===== src/rau_pkg.sv =====
`timescale 1ns / 1ps
// ----------------------------------------------------------------------------
// Rational arithmetic package
// Shared types and codes for the rational arithmetic unit.
// ----------------------------------------------------------------------------
package rau_pkg;

   typedef enum logic [1:0] {
      OP_ADD = 2'd0,
      OP_SUB = 2'd1,
      OP_MUL = 2'd2,
      OP_DIV = 2'd3
   } op_type;

   typedef enum logic [1:0] {
      ST_OK       = 2'd0,
      ST_ZERO_DEN = 2'd1,
      ST_OVERFLOW = 2'd2
   } status_type;

   typedef enum logic [3:0] {
      S_IDLE,
      S_MUL1,
      S_MUL2,
      S_COMB,
      S_GCD_PRE,
      S_GCD_ODD,
      S_GCD_LOOP,
      S_DIV_INIT,
      S_DIV_RUN,
      S_FINISH,
      S_OUT
   } state_type;

   // Commands from the controller to the datapath.
   typedef struct packed {
      logic load;
      logic mul1;
      logic mul2;
      logic comb;
      logic gcd_pre;
      logic gcd_odd;
      logic gcd_loop;
      logic div_init;
      logic div_step;
      logic finish;
   } cmd_type;

   // Status from the datapath to the controller.
   typedef struct packed {
      logic early_done;
      logic pre_done;
      logic odd_done;
      logic gcd_done;
      logic div_done;
   } sts_type;

endpackage


===== src/rau_ctrl.sv =====
`timescale 1ns / 1ps
// ----------------------------------------------------------------------------
// Rational arithmetic controller
// Sequences multiply, combine, gcd and division phases for one transfer.
// ----------------------------------------------------------------------------
module rau_ctrl import rau_pkg::*; (
   input  logic    clock,
   input  logic    reset,
   input  logic    in_valid,
   output logic    in_ready,
   output logic    out_valid,
   input  logic    out_ready,
   output cmd_type cmd,
   input  sts_type sts
);

   state_type state_ff, state_in;

   always_ff @(posedge clock) begin
      if (reset) state_ff <= S_IDLE;
      else       state_ff <= state_in;
   end

   always_comb begin
      state_in = state_ff;
      unique case (state_ff)
         S_IDLE:     if (in_valid) state_in = S_MUL1;
         S_MUL1:     state_in = S_MUL2;
         S_MUL2:     state_in = S_COMB;
         S_COMB:     state_in = S_GCD_PRE;
         S_GCD_PRE:  if (sts.early_done) state_in = S_OUT;
                     else if (sts.pre_done) state_in = S_GCD_ODD;
         S_GCD_ODD:  if (sts.odd_done) state_in = S_GCD_LOOP;
         S_GCD_LOOP: if (sts.gcd_done) state_in = S_DIV_INIT;
         S_DIV_INIT: state_in = S_DIV_RUN;
         S_DIV_RUN:  if (sts.div_done) state_in = S_FINISH;
         S_FINISH:   state_in = S_OUT;
         S_OUT:      if (out_ready) state_in = S_IDLE;
         default:    state_in = S_IDLE;
      endcase
   end

   always_comb begin
      cmd       = '0;
      in_ready  = 1'b0;
      out_valid = 1'b0;
      unique case (state_ff)
         S_IDLE:     begin in_ready = 1'b1; cmd.load = in_valid; end
         S_MUL1:     cmd.mul1 = 1'b1;
         S_MUL2:     cmd.mul2 = 1'b1;
         S_COMB:     cmd.comb = 1'b1;
         S_GCD_PRE:  cmd.gcd_pre = 1'b1;
         S_GCD_ODD:  cmd.gcd_odd = 1'b1;
         S_GCD_LOOP: cmd.gcd_loop = 1'b1;
         S_DIV_INIT: cmd.div_init = 1'b1;
         S_DIV_RUN:  cmd.div_step = 1'b1;
         S_FINISH:   cmd.finish = 1'b1;
         S_OUT:      out_valid = 1'b1;
         default:    ;
      endcase
   end

   a_one_hot_hs: assert property (@(posedge clock) disable iff (reset)
      !(in_ready && out_valid)) else $error("ready and valid together");
   a_out_hold: assert property (@(posedge clock) disable iff (reset)
      out_valid && !out_ready |=> out_valid) else $error("result dropped");
   a_accept_start: assert property (@(posedge clock) disable iff (reset)
      in_valid && in_ready |=> state_ff == S_MUL1) else $error("bad start");

endmodule


===== config.mk =====
export PLATFORM = sky130hd
export DESIGN_NAME = rau_ctrl
export DESIGN_NICKNAME = d
export VERILOG_FILES = /design/src/rau_pkg.sv /design/src/rau_ctrl.sv
export SDC_FILE = /design/constraint.sdc
export NUM_CORES = 1
export LEC_CHECK = 0
export BUFFER_PORTS_ARGS = -buffer_cell sky130_fd_sc_hd__buf_2
export CORE_AREA = 2 2 39 41
export CTS_CLUSTER_SIZE = 12
export DETAILED_ROUTE_END_ITERATION = 8
export DIE_AREA = 0 0 41 43
export PLACE_DENSITY_LB_ADDON = 0.15
export SLEW_MARGIN = 20
export SYNTH_ARGS = -nofsm -noshare
export SYNTH_HDL_FRONTEND = slang
export SYNTH_SLANG_ARGS = --single-unit
export TNS_END_PERCENT = 5

===== constraint.sdc =====
create_clock -name clock -period 2.1 [get_ports clock]
set_input_delay 0.315 -clock clock [delete_from_list [all_inputs] [get_ports clock]]
set_output_delay 0.315 -clock clock [all_outputs]
set_load 0.02 [all_outputs]

==> results of run 1 <==
-- Yosys cell counts (2+ instances only) --
| cell | number |
|---|---|
| nor2_1 | 17 |
| a21oi_1 | 7 |
| nand2b_1 | 6 |
| clkbuf_1 | 5 |
| dfxtp_1 | 4 |
| nand2_1 | 4 |
| o21ai_0 | 3 |
| or2_1 | 2 |
-- layout make-up --
| class | count | area [um2] |
|---|---|---|
| fill | 168 | 866 |
| multi-input combinational | 52 | 280 |
| timing repair buffer | 22 | 115 |
| sequential | 4 | 80.1 |
| clock buffer | 3 | 22.5 |
| tap | 16 | 20.0 |
-- cells by family (layout without fill, tap and decap cells) --
family,Yosys count,count (layout)
simple gates,38,38
flops,4,4
compound gates,14,14
buf+inv,6,25
-- worst max-delay path, cell delays in order (launching register included) --
cell     delay [ps]
dfxtp_1         550
or2_1           270
nor2_1           80
and2_1          150
buf_2           150
-- layer usage --
layer	GRT usage [%]	wire, um	vias to the layer above
met5	0	0	-
met4	6.00	0	0
met3	8.38	93	0
met2	17.5	479	22
met1	19.0	508	198
li1	-	-	250
-- final timing paths --
path                                   from          end  slack (ps)  cells after the start
worst max-delay path            state_ff[2]       cmd[9]         350                      4
worst min-delay path                  reset  state_ff[2]         420                      4
worst max register to register  state_ff[2]  state_ff[0]         440                      4
worst min register to register  state_ff[3]  state_ff[3]         640                      3
-- power by group through the flow --
| stage | Combinational, W | Sequential (W) | Clock [W] |
|---|---|---|---|
| finish | 0.000381 | 0.000138 | 0.0000926 |
| global route | 0.000425 | 0.000146 | 0.000114 |
| CTS | 0.000385 | 0.000136 | 0.0000990 |
| detailed placement | 0.000383 | 0.000138 | 0 |
| global placement | 0.000388 | 0.000138 | 0 |
| floorplan | 0.000314 | 0.000112 | 0 |
-- stage by stage --
step | hold WS, ps | utilization [%] | setup slack [ps]
global route | 406 | 37.4 | 176
floorplan | 484 | - | 451
detailed placement | 633 | 35.8 | 440
global placement | 649 | 35.8 | 435
CTS | 408 | 37.4 | 339
finish | 425 | 37.4 | 352
==> results.py, run 1 <==
metrics = {
    "outcome": {
        "status": "finished clean",
    },
    "yosys": {
        "synth-compound-area-share_pct": 22.1,
        "synth-xor-area-share_pct": 0,
        "synth_warnings": 0,
        "yosys-top-cells-area": "dfxtp_1 21%, nor2_1 17%, nand2b_1 9.8%",
        "synth_top_area_share_pct": 20.8,
        "synth_largest_area_cell": "dfxtp_1",
        "synth_ff_type": "dfxtp_1",
        "syn_inst": 62,
        "ys_seq_area_share_pct": 20.8,
        "synth_top_family_by_area": "simple AND/OR/NAND/NOR gates",
        "synth-simple-area-share_pct": 50.8,
        "syn_area_per_cell_um2": 6.20,
        "ys_async_sr_fraction_pct": 0,
        "synth_area_um2": 384,
        "syn-num-nets": 71,
        "synth_edf_count": 0,
        "synth_cell_types": 22,
        "ys_seq_elements": 4,
        "synthAdderAreaFrac_pct": 0,
        "synth_mux_area_share_pct": 0,
    },
    "detailed_routing": {
        "wl_um": 1080,
        "ant_nets": 0,
        "first_pass_iters": 4,
        "routed_via_density": 4.85,
        "drc": 0,
        "vias": 470,
        "wire_per_inst_um": 11.2,
        "drt_iter0_drc": 6,
    },
    "layout": {
        "final_common_cell": "buf_2",
        "regMostFlops": "state_ff",
        "layout-drive-gt1-share_pct": 33.3,
        "syn2layout_area_growth_pct": 34.9,
        "layout.cells.non_filler": 97,
        "design_area_um2": 518,
        "final_cell_mix": "20 x buf_2, 17 x nor2_1, 7 x a21oi_1, 6 x nand2b_1",
        "insertedDiodeCount": 0,
        "largest_register_ffs": 4,
        "reg_top3": "state_ff x4",
        "nNetsFinal": 92,
    },
    "global_route": {
        "overflow": 0,
        "grt_usage_pct": 14.1,
        "antenna_found_initial": 0,
        "grt_max_degree": 15,
        "grt_pass1_vias": 367,
        "grt_pass1_wl_um": 1610,
    },
    "critical_path": {
        "cp-end-kind": "output port",
        "worstPathArrival_ps": 1430,
        "path_max_fanout": 14,
        "cp.required_ps": 1780,
        "startpoint_type": "register",
        "path_class": "reg -> out",
    },
    "clocking": {
        "h-tree-depth": 1,
        "ctsHoldBuffers": 0,
        "cts-resized-gates": 0,
        "path_clk_slew_ps": 40,
        "numCtsBuffers": 3,
        "clock-sinks": 4,
        "clkLatencyLatePin_ps": 230,
        "clk_path_buf_depth": 2,
        "cts_tree": "built",
        "postCtsSetupBuffers": 0,
        "cts-root-buf": "clkbuf_4",
    },
    "timing": {
        "setup_viol": 0,
        "fmax_mhz": 572,
        "tns_ps": 0,
        "rsz0062_at_grt": "no",
        "layout_min_cycle_time_ps": 1750,
        "post-route-period-util_pct": 83.3,
        "hold_viol": 0,
        "skew_ps": 1.00,
        "maxSlewHeadroom_pct": 74.0,
        "worstMarginPinSlew_ps": 389,
        "slew_viol_final": 0,
    },
    "placement": {
        "dpl_cell_area_um2": 495,
        "io_buffers": 20,
        "dp_hpwl_um": 864,
        "place_inst": 94,
        "gp_congestion": 0.747,
    },
    "power_and_ir_drop": {
        "netSwitchingPower_w": 0.000299,
        "powerDensity_nw_per_um2": 1180,
        "intPower_w": 0.000313,
        "irDropWorstVdd_mv": 0.548,
        "p_seq_share_pct": 22.5,
        "p_leak_nw": 0.250,
        "p_total_w": 0.000611,
        "combinationalPowerShare_pct": 62.3,
        "clkPwrFrac_pct": 15.2,
        "power.share.switching_pct": 48.9,
    },
    "floorplan": {
        "die_w_um": 41,
        "placeableCoreArea_um2": 1380,
        "io_pins": 21,
        "rows": 14,
        "dieArea_um2": 1760,
        "die_h_um": 43,
        "start_util_pct": 27.8,
    },
    "min_path": {
        "hold_class": "in -> reg",
    },
    "run": {
        "cap_violations": 0,
    },
}
No activity file was read; power rests on OpenSTA's default activity.
==> inputs of run 2 (changes only) <==
clock period = 1.4 ns   (was 2.1 ns; I/O delays follow)
==> results.py, run 2 (same netlist as run 1, synthesis figures left out) <==
metrics = {
    "outcome": {
        "status": "complete, but fails checks",
        "violations": "setup timing",
    },
    "floorplan": {
        "placeableCoreArea_um2": 1380,
        "die_h_um": 43,
        "die_w_um": 41,
        "dieArea_um2": 1760,
        "io_pins": 21,
        "rows": 14,
        "start_util_pct": 27.8,
    },
    "power_and_ir_drop": {
        "netSwitchingPower_w": 0.000536,
        "power.share.switching_pct": 44.1,
        "intPower_w": 0.000681,
        "powerDensity_nw_per_um2": 1770,
        "irDropWorstVdd_mv": 0.536,
        "p_seq_share_pct": 15.0,
        "p_leak_nw": 0.320,
        "combinationalPowerShare_pct": 73.0,
        "clkPwrFrac_pct": 12.0,
    },
    "detailed_routing": {
        "first_pass_iters": 4,
        "wire_per_inst_um": 11.4,
        "wl_um": 1230,
        "highest_layer": "met3",
        "wl_met3_um": 73,
        "drc": 0,
        "routed_via_density": 4.83,
        "ant_nets": 0,
        "drt_iter0_drc": 2,
        "m1WireLength_um": 526,
        "vias": 522,
        "wl_met2_um": 633,
    },
    "layout": {
        "final_cell_mix": "20 x buf_4, 14 x nor2_1, 9 x buf_2, 7 x a21oi_1, 5 x nand2b_1",
        "insertedDiodeCount": 0,
        "regMostFlops": "state_ff",
        "final_common_cell": "buf_4",
        "layout.cells.non_filler": 108,
        "multi_input_area_um2": 318,
        "fillers": 145,
        "reg_top3": "state_ff x4",
        "largest_register_ffs": 4,
        "syn2layout_area_growth_pct": 78.5,
        "area.sequential_um2": 85.1,
        "layout-drive-gt1-share_pct": 53.3,
        "design_area_um2": 686,
        "nNetsFinal": 103,
    },
    "timing": {
        "fmax_mhz": 650,
        "maxSlewHeadroom_pct": 85.5,
        "skew_ps": 8.63,
        "layout_min_cycle_time_ps": 1540,
        "rsz0062_at_grt": "yes",
        "worstMarginPinSlew_ps": 216,
        "post-route-period-util_pct": 110,
        "setup_slack_ps": -137,
        "slew_viol_final": 0,
        "hold_viol": 0,
        "setup_viol": 6,
    },
    "global_route": {
        "antenna_found_initial": 0,
        "overflow": 0,
        "grt_pass1_vias": 459,
        "grt_usage_pct": 15.8,
        "grt_max_degree": 14,
        "grt_pass1_wl_um": 1880,
    },
    "critical_path": {
        "worstPathArrival_ps": 1650,
        "rrSetupSlack_ps": -140,
        "path_max_fanout": 2,
        "cp-end-kind": "register",
        "cp.required_ps": 1510,
        "startpoint_type": "register",
        "path_class": "reg -> reg",
    },
    "placement": {
        "dp_hpwl_um": 921,
        "place_inst": 105,
        "dpl_cell_area_um2": 584,
        "io_buffers": 20,
        "gp_congestion": 0.766,
    },
    "clocking": {
        "h-tree-depth": 1,
        "numCtsBuffers": 3,
        "cts_tree": "built",
        "cts-root-buf": "clkbuf_4",
        "clkLatencyLatePin_ps": 240,
        "clk_path_buf_depth": 2,
        "postCtsSetupBuffers": 0,
        "clock-sinks": 4,
        "path_clk_slew_ps": 40,
        "ctsHoldBuffers": 0,
    },
    "run": {
        "cap_violations": 0,
    },
    "min_path": {
        "hold_class": "in -> reg",
    },
}
## run 2: cell types whose count changed in the layout (fill, tap and decap cells not counted), sizes merged
cell  previous run  this run
buf             22        33
## run 2: path summary, 6_finish.rpt
kind                from     endpoint  cells after the start
max          state_ff[3]  state_ff[0]                      4
max reg2reg  state_ff[3]  state_ff[0]                      4
min reg2reg  state_ff[1]  state_ff[2]                      2
min                reset  state_ff[2]                      4
## run 2: critical path, stage by stage, from the launching register on
cell and delay (ps):
dfxtp_2 310, or2_1 220, or4_4 490, and3_4 180, a32o_1 210
## run 2: cell type report
cell class	instances	area share, %
clock buffer	3	3.28
timing repair buffer	33	35.0
multi-input combinational	52	46.4
tap	16	2.92
sequential	4	12.4
## run 2: metal layers
metal / vias up / global-route usage, %
li1: 276 / -
met1: 227 / 18.3
met2: 19 / 25.6
met3: 0 / 3.14
met4: 0 / 8.00
met5: - / 0
## run 2: stage by stage
| step | setup slack [ps] | power, W | setup TNS [ps] | utilization, % | hold WS, ps |
|---|---|---|---|---|---|
| after floorplan | -228 | 0.000654 | -337 | - | 379 |
| after global placement | -128 | 0.000919 | -128 | 42.2 | 536 |
| after detailed placement | -147 | 0.000918 | -147 | 42.2 | 531 |
| after CTS | -132 | 0.00116 | -364 | 47.6 | 270 |
| after global routing | -176 | 0.00133 | -1000 | 49.5 | 332 |
| final | -137 | 0.00122 | -334 | 49.5 | 280 |
## run 2: power by group through the flow
| stage | sequential (W) | clock [W] | combinational (W) |
|---|---|---|---|
| floorplan | 0.000170 | 0 | 0.000483 |
| global placement | 0.000179 | 0 | 0.000741 |
| detailed placement | 0.000176 | 0 | 0.000742 |
| CTS | 0.000179 | 0.000152 | 0.000829 |
| global route | 0.000188 | 0.000162 | 0.000980 |
| finish | 0.000183 | 0.000146 | 0.000888 |
## run 2: what timing repair did
action / 4_1_cts / 5_1_grt
pin swaps: 3 / 0
resized for setup: 17 / 9
endpoints found under the setup margin: 9 / 13
gates cloned: 0 / 0
==> inputs of run 3 (changes only) <==
PLACE_DENSITY = 0.66   (was not set)
PLACE_DENSITY_LB_ADDON = not set   (was 0.15)
SLEW_MARGIN = 5   (was 20)
==> results.py, run 3 (same netlist as run 1, synthesis figures left out) <==
metrics = {
    "detailed_routing": {
        "drt_iter0_drc": 9,
        "routed_via_density": 4.86,
        "vias": 520,
        "wl_um": 1130,
        "first_pass_iters": 4,
        "ant_nets": 0,
        "drc": 0,
        "wire_per_inst_um": 10.6,
    },
    "timing": {
        "fmax_mhz": 656,
        "post-route-period-util_pct": 109,
        "rsz0062_at_grt": "yes",
        "layout_min_cycle_time_ps": 1520,
        "slew_viol_final": 0,
        "setup_viol": 8,
        "setup_slack_ps": -124,
        "maxSlewHeadroom_pct": 84.5,
        "skew_ps": 4.40,
        "hold_viol": 0,
        "worstMarginPinSlew_ps": 231,
    },
    "power_and_ir_drop": {
        "p_leak_nw": 0.314,
        "power.share.switching_pct": 43.2,
        "intPower_w": 0.000679,
        "combinationalPowerShare_pct": 73.2,
        "clkPwrFrac_pct": 11.9,
        "irDropWorstVdd_mv": 0.795,
        "powerDensity_nw_per_um2": 1790,
        "netSwitchingPower_w": 0.000516,
        "p_seq_share_pct": 14.9,
    },
    "global_route": {
        "antenna_found_initial": 0,
        "overflow": 0,
        "grt_pass1_vias": 427,
        "grt_usage_pct": 13.8,
        "grt_pass1_wl_um": 1700,
        "grt_max_degree": 14,
    },
    "clocking": {
        "cts-root-buf": "clkbuf_4",
        "clk_path_buf_depth": 2,
        "cts_tree": "built",
        "path_clk_slew_ps": 40,
        "numCtsBuffers": 3,
        "h-tree-depth": 1,
        "clock-sinks": 4,
        "ctsHoldBuffers": 0,
        "clkLatencyLatePin_ps": 230,
    },
    "outcome": {
        "status": "complete, but fails checks",
        "violations": "setup timing",
    },
    "floorplan": {
        "dieArea_um2": 1760,
        "die_h_um": 43,
        "start_util_pct": 27.8,
        "rows": 14,
        "die_w_um": 41,
        "placeableCoreArea_um2": 1380,
        "io_pins": 21,
    },
    "critical_path": {
        "cp-end-kind": "register",
        "crit_chain": "or2_1, or4_4, and3_4, a32o_1",
        "crit_buf_inv": 0,
        "startpoint_type": "register",
        "crit_family": "simple AND/OR/NAND/NOR gates",
        "max_stage_delay_ps": 490,
        "path_class": "reg -> reg",
        "setup.worst_path.start": "state_ff[0]",
        "r2r_start": "state_ff[0]",
        "path_max_fanout": 2,
        "worstPathArrival_ps": 1650,
        "cp.required_ps": 1520,
        "crit_slowest_cell": "or4_4",
    },
    "min_path": {
        "hold_class": "in -> reg",
        "hold_path_startpoint": "reset",
    },
    "layout": {
        "largest_register_ffs": 4,
        "reg_top3": "state_ff x4",
        "layout-drive-gt1-share_pct": 50.5,
        "syn2layout_area_growth_pct": 73.6,
        "nNetsFinal": 102,
        "final_cell_mix": "21 x buf_4, 14 x nor2_1, 8 x buf_2, 7 x a21oi_1, 6 x nand2b_1",
        "regMostFlops": "state_ff",
        "design_area_um2": 667,
        "final_common_cell": "buf_4",
        "insertedDiodeCount": 0,
        "utilization_pct": 48.2,
    },
    "placement": {
        "io_buffers": 20,
        "dp_hpwl_um": 904,
        "gp_congestion": 0.767,
        "dpl_cell_area_um2": 577,
    },
    "run": {
        "cap_violations": 0,
    },
}
## run 3: cell types whose count changed in the layout (fill, tap and decap cells not counted), sizes merged
cell / before / now
buf: 33 / 32
## run 3: worst register-to-register path, delay by kind of cell (launching register included)
| family | cells | cell delay (ps) |
|---|---|---|
| DFF | 1 | 310 |
| and+or+nand+nor | 3 | 910 |
| AOI/OAI and AO/OA | 1 | 200 |
## run 3: layout make-up
type | instances | area, um2
fill | 143 | 717
multi-input combinational | 52 | 310
timing repair buffer | 32 | 231
sequential | 4 | 82.6
clock buffer | 3 | 22.5
tap | 16 | 20.0
## run 3: power groups by stage
stage	clock network, W	registers, W	logic [W]
floorplan	0	0.000170	0.000483
global placement	0	0.000176	0.000732
detailed placement	0	0.000177	0.000737
CTS	0.000150	0.000177	0.000852
global route	0.000159	0.000180	0.000942
finish	0.000142	0.000178	0.000875
## run 3: per-stage QoR
step           setup slack (ps)  std cells  hold slack [ps]  setup TNS [ps]  power, W
2_1_floorplan              -228         62              379            -337  0.000654
3_3_place_gp               -138        104              530            -138  0.000908
3_5_place_dp               -140        104              533            -140  0.000914
4_1_cts                    -127        107              279            -416   0.00118
5_1_grt                    -158        107              315            -973   0.00128
6_report                   -124        107              289            -303   0.00119
## run 3: final timing paths
check                endpoint  slack [ps]  cells after the start
hold / removal    state_ff[2]         290                      4
setup / recovery  state_ff[0]        -120                      4
setup reg to reg  state_ff[0]        -120                      4
hold reg to reg   state_ff[2]         620                      2
## run 3: repair_timing
item | in CTS | in global routing
setup buffers | 0 | 0
hold endpoints to repair | 0 | 0
endpoints found under the setup margin | 9 | 14
pin swaps | 5 | 1
gates resized for setup | 18 | 6
gates cloned | 0 | 0
## run 3: layer usage
layer	up-vias	routed length (um)	track usage, %
met5	-	0	0
met4	0	0	2.00
met3	0	83	4.71
met2	22	561	22.8
met1	225	487	16.7
li1	273	-	-
